[src/rtl/rmf_pkg.sv]
// Package for the running max filter: pixel width, reset window, result type.
package rmf_pkg;

   localparam int PIXEL_W      = 8;
   localparam int CFG_W        = 6;
   localparam int WINDOW_RESET = 31;

   typedef logic [PIXEL_W-1:0] pixel_type;

   typedef struct packed {
      pixel_type max_value;
      logic      last_in_row;
   } result_type;

endpackage

[src/rtl/rmf_cell.sv]
// One cell of the max chain: holds the max of the last (k+1) pixels.
module rmf_cell (
   input  logic              clock,
   input  logic              shift_en,
   input  rmf_pkg::pixel_type pixel_in,
   input  rmf_pkg::pixel_type prev_max,
   output rmf_pkg::pixel_type max_in,
   output rmf_pkg::pixel_type max_q
);

   rmf_pkg::pixel_type max_ff;

   // new max over k+1 pixels = max(new pixel, old max over k pixels)
   assign max_in = (pixel_in > prev_max) ? pixel_in : prev_max;
   assign max_q  = max_ff;

   always_ff @(posedge clock) begin
      if (shift_en) begin
         max_ff <= max_in;
      end
   end

endmodule

[src/rtl/rmf_out_buf.sv]
// Output register with one skid entry for the result channel.
module rmf_out_buf (
   input  logic               clock,
   input  logic               reset,
   input  logic               res_valid,
   input  rmf_pkg::result_type res_data,
   output logic               room,
   output logic               out_valid,
   input  logic               out_ready,
   output rmf_pkg::result_type out_data
);

   logic               out_valid_ff, out_valid_in;
   logic               skid_valid_ff, skid_valid_in;
   rmf_pkg::result_type out_data_ff, out_data_in;
   rmf_pkg::result_type skid_data_ff, skid_data_in;
   logic               out_free;

   assign out_free  = !out_valid_ff || out_ready;
   assign room      = !skid_valid_ff;
   assign out_valid = out_valid_ff;
   assign out_data  = out_data_ff;

   always_comb begin
      out_valid_in  = out_valid_ff;
      out_data_in   = out_data_ff;
      skid_valid_in = skid_valid_ff;
      skid_data_in  = skid_data_ff;
      if (out_free) begin
         if (skid_valid_ff) begin
            // no new item can arrive while the skid is full
            out_valid_in  = 1'b1;
            out_data_in   = skid_data_ff;
            skid_valid_in = 1'b0;
         end else begin
            out_valid_in = res_valid;
            out_data_in  = res_data;
         end
      end else if (res_valid) begin
         skid_valid_in = 1'b1;
         skid_data_in  = res_data;
      end
   end

   always_ff @(posedge clock) begin
      if (reset) begin
         out_valid_ff  <= 1'b0;
         skid_valid_ff <= 1'b0;
      end else begin
         out_valid_ff  <= out_valid_in;
         skid_valid_ff <= skid_valid_in;
      end
   end

   always_ff @(posedge clock) begin
      out_data_ff  <= out_data_in;
      skid_data_ff <= skid_data_in;
   end

endmodule

[src/rtl/running_max_filter_1d_core.sv]
// Top level of the running max filter: cell chain, fill count, config, output buffer.
//
// Sliding maximum along a row of 8-bit pixels (horizontal grey-scale dilation).
// req_ channel: one pixel item with row_start / row_end flags. row_start clears
// the window fill before the pixel is taken in.
// rsp_ channel: one result item per pixel once the row holds at least
// window_size pixels: the max of the last window_size pixels plus the row_end
// flag of the pixel that made it. Items with too little fill give no result.
// csr_ channel: writes window_size (0 acts as 1, above MAX_WINDOW acts as
// MAX_WINDOW); csr_ready is always high. Write it only while the block is idle.
// Results are registered in the output buffer. Throughput: one item per cycle
// while req_ready is high. Each cell of the chain keeps the max of the
// last k+1 pixels and updates with one compare against the new pixel, so no
// path is longer than one compare plus the width select.
// Stall: the output register plus one skid entry let an item be accepted while
// a result waits; req_ready drops only when the skid entry is taken.
// Reset: synchronous, clears fill count, result valids, and sets window_size
// to 31. No clearing pass; the block is ready the cycle after reset.
module running_max_filter_1d_core #(
   parameter int MAX_WINDOW = 32
) (
   input  logic                              clock,
   input  logic                              reset,
   input  logic                              req_valid,
   output logic                              req_ready,
   input  logic [rmf_pkg::PIXEL_W-1:0]       req_pixel,
   input  logic                              req_row_start,
   input  logic                              req_row_end,
   output logic                              rsp_valid,
   input  logic                              rsp_ready,
   output logic [rmf_pkg::PIXEL_W-1:0]       rsp_max_value,
   output logic                              rsp_last_in_row,
   input  logic                              csr_valid,
   output logic                              csr_ready,
   input  logic [rmf_pkg::CFG_W-1:0]         csr_window_size
);

   localparam int CNT_W = $clog2(MAX_WINDOW + 1);
   localparam int IDX_W = $clog2(MAX_WINDOW);
   localparam int CMP_W = (CNT_W > rmf_pkg::CFG_W) ? CNT_W : rmf_pkg::CFG_W;
   localparam int RESET_W = (rmf_pkg::WINDOW_RESET > MAX_WINDOW) ?
                            MAX_WINDOW : rmf_pkg::WINDOW_RESET;
   localparam logic [IDX_W-1:0] RESET_IDX = IDX_W'(RESET_W - 1);
   localparam logic [CMP_W-1:0] MAX_CMP   = CMP_W'(MAX_WINDOW);
   localparam logic [CNT_W-1:0] MAX_CNT   = CNT_W'(MAX_WINDOW);

   // effective width minus one, resolved when the register is written
   logic [IDX_W-1:0] idx_ff, idx_in;
   logic [CMP_W-1:0] ws_ext;

   logic [CNT_W-1:0] fill_ff, fill_in, fill_base;
   logic             accept;
   logic             res_valid;
   rmf_pkg::result_type res_data, out_data;
   logic             room;

   rmf_pkg::pixel_type max_next [MAX_WINDOW];
   rmf_pkg::pixel_type max_held [MAX_WINDOW];

   assign csr_ready = 1'b1;
   assign ws_ext    = CMP_W'(csr_window_size);

   always_comb begin
      if (ws_ext == '0) begin
         idx_in = '0;
      end else if (ws_ext > MAX_CMP) begin
         idx_in = IDX_W'(MAX_WINDOW - 1);
      end else begin
         idx_in = IDX_W'(ws_ext - CMP_W'(1));
      end
   end

   always_ff @(posedge clock) begin
      if (reset) begin
         idx_ff <= RESET_IDX;
      end else if (csr_valid) begin
         idx_ff <= idx_in;
      end
   end

   assign req_ready = room;
   assign accept    = req_valid && req_ready;

   // fill saturates at MAX_WINDOW; row start restarts it
   assign fill_base = req_row_start ? '0 : fill_ff;
   assign fill_in   = (fill_base == MAX_CNT) ? fill_base : fill_base + CNT_W'(1);

   always_ff @(posedge clock) begin
      if (reset) begin
         fill_ff <= '0;
      end else if (accept) begin
         fill_ff <= fill_in;
      end
   end

   // chain of max cells; cell k holds the max of the last k+1 pixels
   for (genvar k = 0; k < MAX_WINDOW; k++) begin : g_cell
      rmf_pkg::pixel_type prev;
      if (k == 0) begin : g_head
         assign prev = '0;
      end else begin : g_link
         assign prev = max_held[k-1];
      end
      rmf_cell u_cell (
         .clock    (clock),
         .shift_en (accept),
         .pixel_in (req_pixel),
         .prev_max (prev),
         .max_in   (max_next[k]),
         .max_q    (max_held[k])
      );
   end

   // result once fill reaches the effective width (fill > width - 1)
   assign res_valid            = accept && (fill_in > CNT_W'(idx_ff));
   assign res_data.max_value   = max_next[idx_ff];
   assign res_data.last_in_row = req_row_end;

   rmf_out_buf u_out_buf (
      .clock     (clock),
      .reset     (reset),
      .res_valid (res_valid),
      .res_data  (res_data),
      .room      (room),
      .out_valid (rsp_valid),
      .out_ready (rsp_ready),
      .out_data  (out_data)
   );

   assign rsp_max_value   = out_data.max_value;
   assign rsp_last_in_row = out_data.last_in_row;

   // input only stalls while a result is pending in the buffer
   a_stall_has_result: assert property (@(posedge clock) disable iff (reset)
      !req_ready |-> rsp_valid)
      else $error("input stalled with no result pending");

   a_fill_bound: assert property (@(posedge clock) disable iff (reset)
      fill_ff <= MAX_CNT)
      else $error("fill count above max window");

   a_width_one: assert property (@(posedge clock) disable iff (reset)
      (accept && idx_ff == '0) |-> res_valid)
      else $error("width one item gave no result");

   a_row_start_wide: assert property (@(posedge clock) disable iff (reset)
      (accept && req_row_start && idx_ff != '0) |-> !res_valid)
      else $error("row start gave a result with width above one");

   a_reset_clear: assert property (@(posedge clock)
      reset |=> !rsp_valid)
      else $error("result valid after reset");

endmodule
[config.mk]
export PLATFORM = sky130hd
export DESIGN_NAME = running_max_filter_1d_core
export DESIGN_NICKNAME = d
export VERILOG_FILES = /design/src/rtl/rmf_pkg.sv /design/src/rtl/rmf_cell.sv /design/src/rtl/rmf_out_buf.sv /design/src/rtl/running_max_filter_1d_core.sv
export SDC_FILE = /design/constraint.sdc
export NUM_CORES = 1
export LEC_CHECK = 0
export BUFFER_PORTS_ARGS = -buffer_cell sky130_fd_sc_hd__buf_4
export CAP_MARGIN = 20
export CORE_UTILIZATION = 60
export CTS_CLUSTER_DIAMETER = 150
export DETAILED_ROUTE_END_ITERATION = 10
export HOLD_SLACK_MARGIN = 0.06
export MAX_ROUTING_LAYER = met4
export PLACE_DENSITY = 0.81
export SLEW_MARGIN = 20
export SYNTH_ARGS = -nofsm -noshare
export SYNTH_HDL_FRONTEND = slang
export SYNTH_HIERARCHICAL = 1
export SYNTH_SLANG_ARGS = --single-unit
export TNS_END_PERCENT = 5
[constraint.sdc]
create_clock -name clock -period 14.8 [get_ports clock]
set_input_delay 0.74 -clock clock [delete_from_list [all_inputs] [get_ports clock]]
set_output_delay 0.74 -clock clock [all_outputs]
set_load 0.005 [all_outputs]
==> metrics.txt, run 1 <==
run status complete, no violations; Tmin final 3.69 ns; synthesized area 21100 um2; Port Buf Inserts 31; final instance area 22800 um2; row count 68; max cap viols 0; Pint 1.90 mW; routed length per instance 23.3 um; DP HPWL 37100 um; Worst-Margin Slew 1.08 ns; Finished Layout Cells 2322; CTS Buf Count 30; clock sinks 279; Worst Path Arrival 4.02 ns; # setup viols final 0; Initial Utilization 61.0%; total grt overflow 0; period utilisation layout 24.9%; DP Area 21700 um2; number of diodes 0; Worst Setup Start Kind input port; Worst EP required 15.14 ns; Pwr Total 2.81 mW; CP max FO 64; DRC Markers 0; Clk pwr share 29.6%; P_leak 10.1 nW; worst skew pair latency 0.59 ns; vias in the first global route 15100; combinational fraction of design power 31.9%; drt first-iter violations 1489; Post-Place Cells 2266; FF+latch area 8250 um2; pin count of the biggest net entering global routing 122; Worst Skew 0.0190 ns; Crit. End Element register; Post-Syn Instances 1793; PwrDens 123 nW/um2; first-pass GRT wire length 83600 um; critical path's largest stage delay 0.63 ns; Switching Fraction 32.2%; die area 35900 um2; CP cell instances buf_4, ha_1, nor2b_1, o211ai_2, a21oi_2, o22ai_4, mux2_2, mux2i_1, a22o_1, nor3_1, a31oi_1, nand3_1, mux2_4; family with the most delay on the worst path multiplexers; maximum clock insertion buffer count 3; routability cong. 0.906; layout cells sized above 1 24.3%; Flop pwr share 38.6%; Peak VDD IR 93.6 uV; initial antenna violation count 0; Worst-path clk slew 0.06 ns; min-delay worst type input port to register; io pins 33; cts hold-fix bufs 0; CTS HTree Levels 1; Global Route Usage Sum 31.1%; Filler cells 2584; CORE AREA 34500 um2; Pre-antenna DRT Iters 6; CP bufs+invs 1; Post-CTS Resized 0; multi-input logic area 11600 um2; WL final 54000 um; yosys warns 6; fmax 271 MHz; Via density 6.41; # nets final 2129; post-route ant nets 0; setup TNS 0 ns; Layout area overhead 8.01%; CP Class input port to register; Post-CTS Setup Inserts 0; clock root buffer clkbuf_16; final count of pins violating max slew 0; relative slew slack 27.9%; P_sw 0.902 mW; die height 189 um; RSZ-0062 raised after global routing false; TritonCTS clock tree built; via count 14900; DIE WIDTH 189 um; crit path max-delay cell type buf_4; Final Hold Vio Count 0; syn_area_per_cell 11.8 um2
[cell type report]
type                       count  share of cell area [%]
clock buffer                  37                    3.51
clock inverter                19                    1.20
inverter                     270                    4.48
multi-input combinational   1223                    50.8
sequential                   279                    36.2
tap                          455                    2.50
timing repair buffer          39                    1.29
[registers in the layout, indices dropped and copies added, names as in the netlist]
| name | count |
|---|---|
| g_cell.u_cell/max_q | 248 |
| u_out_buf/out_data | 9 |
| u_out_buf/skid_data_ff | 9 |
| fill_ff | 6 |
| idx_ff | 5 |
| u_out_buf/out_valid | 1 |
| u_out_buf/skid_valid_ff | 1 |
[path summary, 6_finish.rpt]
| kind | slack [ns] | start | depth (start not counted) | to |
|---|---|---|---|---|
| setup / recovery | 11.12 | req_pixel[1] | 13 | u_out_buf/out_data[7]$_DFFE_PP_ |
| hold / removal | 0.34 | req_row_end | 1 | u_out_buf/skid_data_ff[0]$_DFFE_PP_ |
| setup reg to reg | 11.53 | idx_ff[2]$_SDFFE_PP1P_ | 6 | u_out_buf/out_data[8]$_DFFE_PP_ |
| hold reg to reg | 0.51 | fill_ff[1]$_SDFFE_PP0P_ | 2 | fill_ff[1]$_SDFFE_PP0P_ |
[power groups by stage]
| stage | Clock (mW) | Combinational, mW | Sequential [mW] |
|---|---|---|---|
| after floorplan | 0 | 0.640 | 1.07 |
| after global placement | 0 | 0.829 | 1.09 |
| after detailed placement | 0 | 0.867 | 1.09 |
| after CTS | 0.834 | 0.879 | 1.08 |
| after global routing | 0.861 | 0.960 | 1.09 |
| final | 0.830 | 0.894 | 1.08 |
[layer usage]
metal	wire [um]	GRT usage [%]	part of all wire (%)	vias to the layer above
met5	0	-	0	-
met4	2040	12.6	3.8	0
met3	3800	3.17	7.0	133
met2	25800	49.9	48	671
met1	22400	40.4	41	7268
li1	-	-	-	6821
[cell usage in the layout (no fill, tap or decap), types with 2 or more instances in the layout]
master / n
inv_1: 269
edfxtp_1: 266
ha_1: 265
mux2_2: 257
mux2i_1: 131
a21oi_1: 120
nand4_1: 78
nand2_1: 56
a22oi_1: 45
buf_4: 39
nor2b_1: 34
o21ai_0: 34
o211ai_2: 32
a21oi_2: 32
o22ai_4: 32
clkbuf_16: 31
nand3_1: 26
conb_1: 17
dfxtp_1: 12
nor2_1: 10
mux2_4: 8
bufinv_16: 7
a22o_1: 6
clkbuf_1: 6
nor3_1: 5
clkinv_2: 5
xor2_1: 4
o211ai_1: 4
clkinv_1: 4
and2_1: 3
a31oi_1: 3
clkinvlp_4: 3
xnor2_1: 2
nor2b_2: 2
nand2b_1: 2
a211oi_1: 2
o221ai_1: 2
[through the flow]
stage	hold slack, ns	setup slack, ns	utilization [%]
3_5_place_dp	0.506	10.60	62.8
5_1_grt	0.343	11.00	65.9
2_1_floorplan	0.452	8.51	-
4_1_cts	0.332	11.20	65.9
3_3_place_gp	0.477	10.65	62.8
6_report	0.340	11.12	65.9
No activity file was read; power rests on OpenSTA's default activity.
==> run 2: changes to the inputs <==
--- a/config.mk
+++ b/config.mk
@@ -7,12 +7,12 @@
 export LEC_CHECK = 0
 export BUFFER_PORTS_ARGS = -buffer_cell sky130_fd_sc_hd__buf_4
 export CAP_MARGIN = 20
-export CORE_UTILIZATION = 60
+export CORE_UTILIZATION = 59
 export CTS_CLUSTER_DIAMETER = 150
 export DETAILED_ROUTE_END_ITERATION = 10
 export HOLD_SLACK_MARGIN = 0.06
 export MAX_ROUTING_LAYER = met4
-export PLACE_DENSITY = 0.81
+export PLACE_DENSITY = 0.83
 export SLEW_MARGIN = 20
 export SYNTH_ARGS = -nofsm -noshare
 export SYNTH_HDL_FRONTEND = slang
==> constraint.sdc (replaced) <==
create_clock -name clock -period 3.35 [get_ports clock]
set_input_delay 0.1675 -clock clock [delete_from_list [all_inputs] [get_ports clock]]
set_output_delay 0.1675 -clock clock [all_outputs]
set_load 0.005 [all_outputs]
==> run 2 against run 1 <==
Effect of this change:
- first-iteration DRC count increased by 9.9%
- routed wire length is 9.5% higher
- non-clock buffer count increased by 123
- critical path depth unchanged
- critical endpoint is now u_out_buf/out_data[6]$_DFFE_PP_
- largest cell class unchanged
==> metrics.txt, run 2 (synthesis gave the netlist of run 1 again) <==
drt first-iter violations 1636; Post-CTS Setup Inserts 0; io pins 33; row count 68; Port Buf Inserts 31; CTS Buf Count 31; DRC Markers 0; routability cong. 1.06; DP HPWL 43700 um; Peak VDD IR 418 uV; initial antenna violation count 1; first-pass GRT wire length 91500 um; hold slack final 0.154 ns; WL final 59200 um; worst setup slack after layout 0.152 ns; Final Hold Vio Count 0; vias in the first global route 16400; die area 36500 um2; run status complete, no violations; commonest non-fill, non-tap cell in the layout inv_1; die height 191 um; cts hold-fix bufs 11; Worst EP required 3.67 ns; Pre-antenna DRT Iters 8; routed length per instance 24.2 um; period utilisation layout 95.5%; Pwr Total 13.0 mW; pin count of the biggest net entering global routing 75; PwrDens 539 nW/um2; FF+latch area 8250 um2; max reg flops 248; TritonCTS clock tree built; Finished Layout Cells 2447; Worst Setup Start Kind register; Layout area overhead 14.7%; P_leak 10.8 nW; min-delay worst type input port to register; # nets final 2253; via count 15700; final core utilization 69.3%; clock root buffer clkbuf_16; final count of pins violating max slew 0; fmax 313 MHz; CORE AREA 34900 um2; most frequent cells in the layout inv_1, edfxtp_1, ha_1, mux2_2, mux2i_1; CTS HTree Levels 1; CP max FO 5; DIE WIDTH 191 um; worst skew pair latency 0.57 ns; Post-CTS Resized 0; Worst Skew 0.0126 ns; CP Class register to register; Initial Utilization 60.4%; RSZ-0062 raised after global routing false; final instance area 24200 um2; Worst-Margin Slew 0.875 ns; # setup viols final 0; max cap viols 0; DP Area 22900 um2; post-route ant nets 0; Post-Place Cells 2378; setup TNS 0 ns; layout cells sized above 1 28.7%; pre-CTS setup slack -0.0279 ns; relative slew slack 41.4%; clock sinks 279; Worst-path clk slew 0.06 ns; Worst Path Arrival 3.51 ns; Tmin final 3.20 ns; multi-input logic area 11600 um2; Crit. End Element register; Filler cells 2371; Via density 6.44; total grt overflow 0; Global Route Usage Sum 33.9%; maximum clock insertion buffer count 3
[run 2: cell count changes in the layout (fill, tap and decap cells not counted), moves of 2 or more]
cell	delta
buf_12	+29
buf_4	+83
bufinv_16	-3
clkbuf_1	-3
clkbuf_16	+6
clkbuf_8	+3
clkinv_2	-2
dlygate4sd3_1	+11
inv_4	+2
[run 2: worst max-delay path: stages (launching register included)]
cell and delay [ns]:
edfxtp_1 0.44, inv_1 0.09, ha_1 0.24, nor2b_1 0.14
o211ai_2 0.16, a21oi_2 0.09, o22ai_4 0.23, buf_12 0.15
mux2_2 0.34, mux2i_1 0.27, a21oi_1 0.17, nand3_1 0.15
nand4_1 0.16, mux2_2 0.32
[run 2: path summary, 6_finish.rpt]
path,endpoint,from,slack [ns],cells past startpoint
max reg2reg,u_out_buf/out_data[6]$_DFFE_PP_,g_cell[29].u_cell/max_q[1]$_DFFE_PP_,0.15,13
min reg2reg,fill_ff[1]$_SDFFE_PP0P_,fill_ff[1]$_SDFFE_PP0P_,0.50,2
max,u_out_buf/out_data[6]$_DFFE_PP_,g_cell[29].u_cell/max_q[1]$_DFFE_PP_,0.15,13
min,g_cell[18].u_cell/max_q[3]$_DFFE_PP_,req_pixel[3],0.15,2
[run 2: report_power, final]
part           total (mW)  internal [mW]  switching (mW)
combinational        4.39           2.00            2.40
sequential           4.81           4.48           0.329
clock                3.83           2.34            1.49
total                13.0           8.82            4.21
[run 2: layout make-up]
cell class	instances	area share, %
antenna	1	0.0104
clock buffer	43	4.05
clock inverter	14	0.730
inverter	270	4.22
multi-input combinational	1223	47.9
sequential	279	34.1
tap	455	2.36
timing repair buffer	162	6.65
[run 2: per-layer routing]
metal,up-vias,routed length (um),GRT usage [%]
met4,0,2750,14.9
met5,-,0,-
met3,191,5500,6.00
met1,7682,23500,42.5
met2,790,27500,53.7
li1,7084,-,-
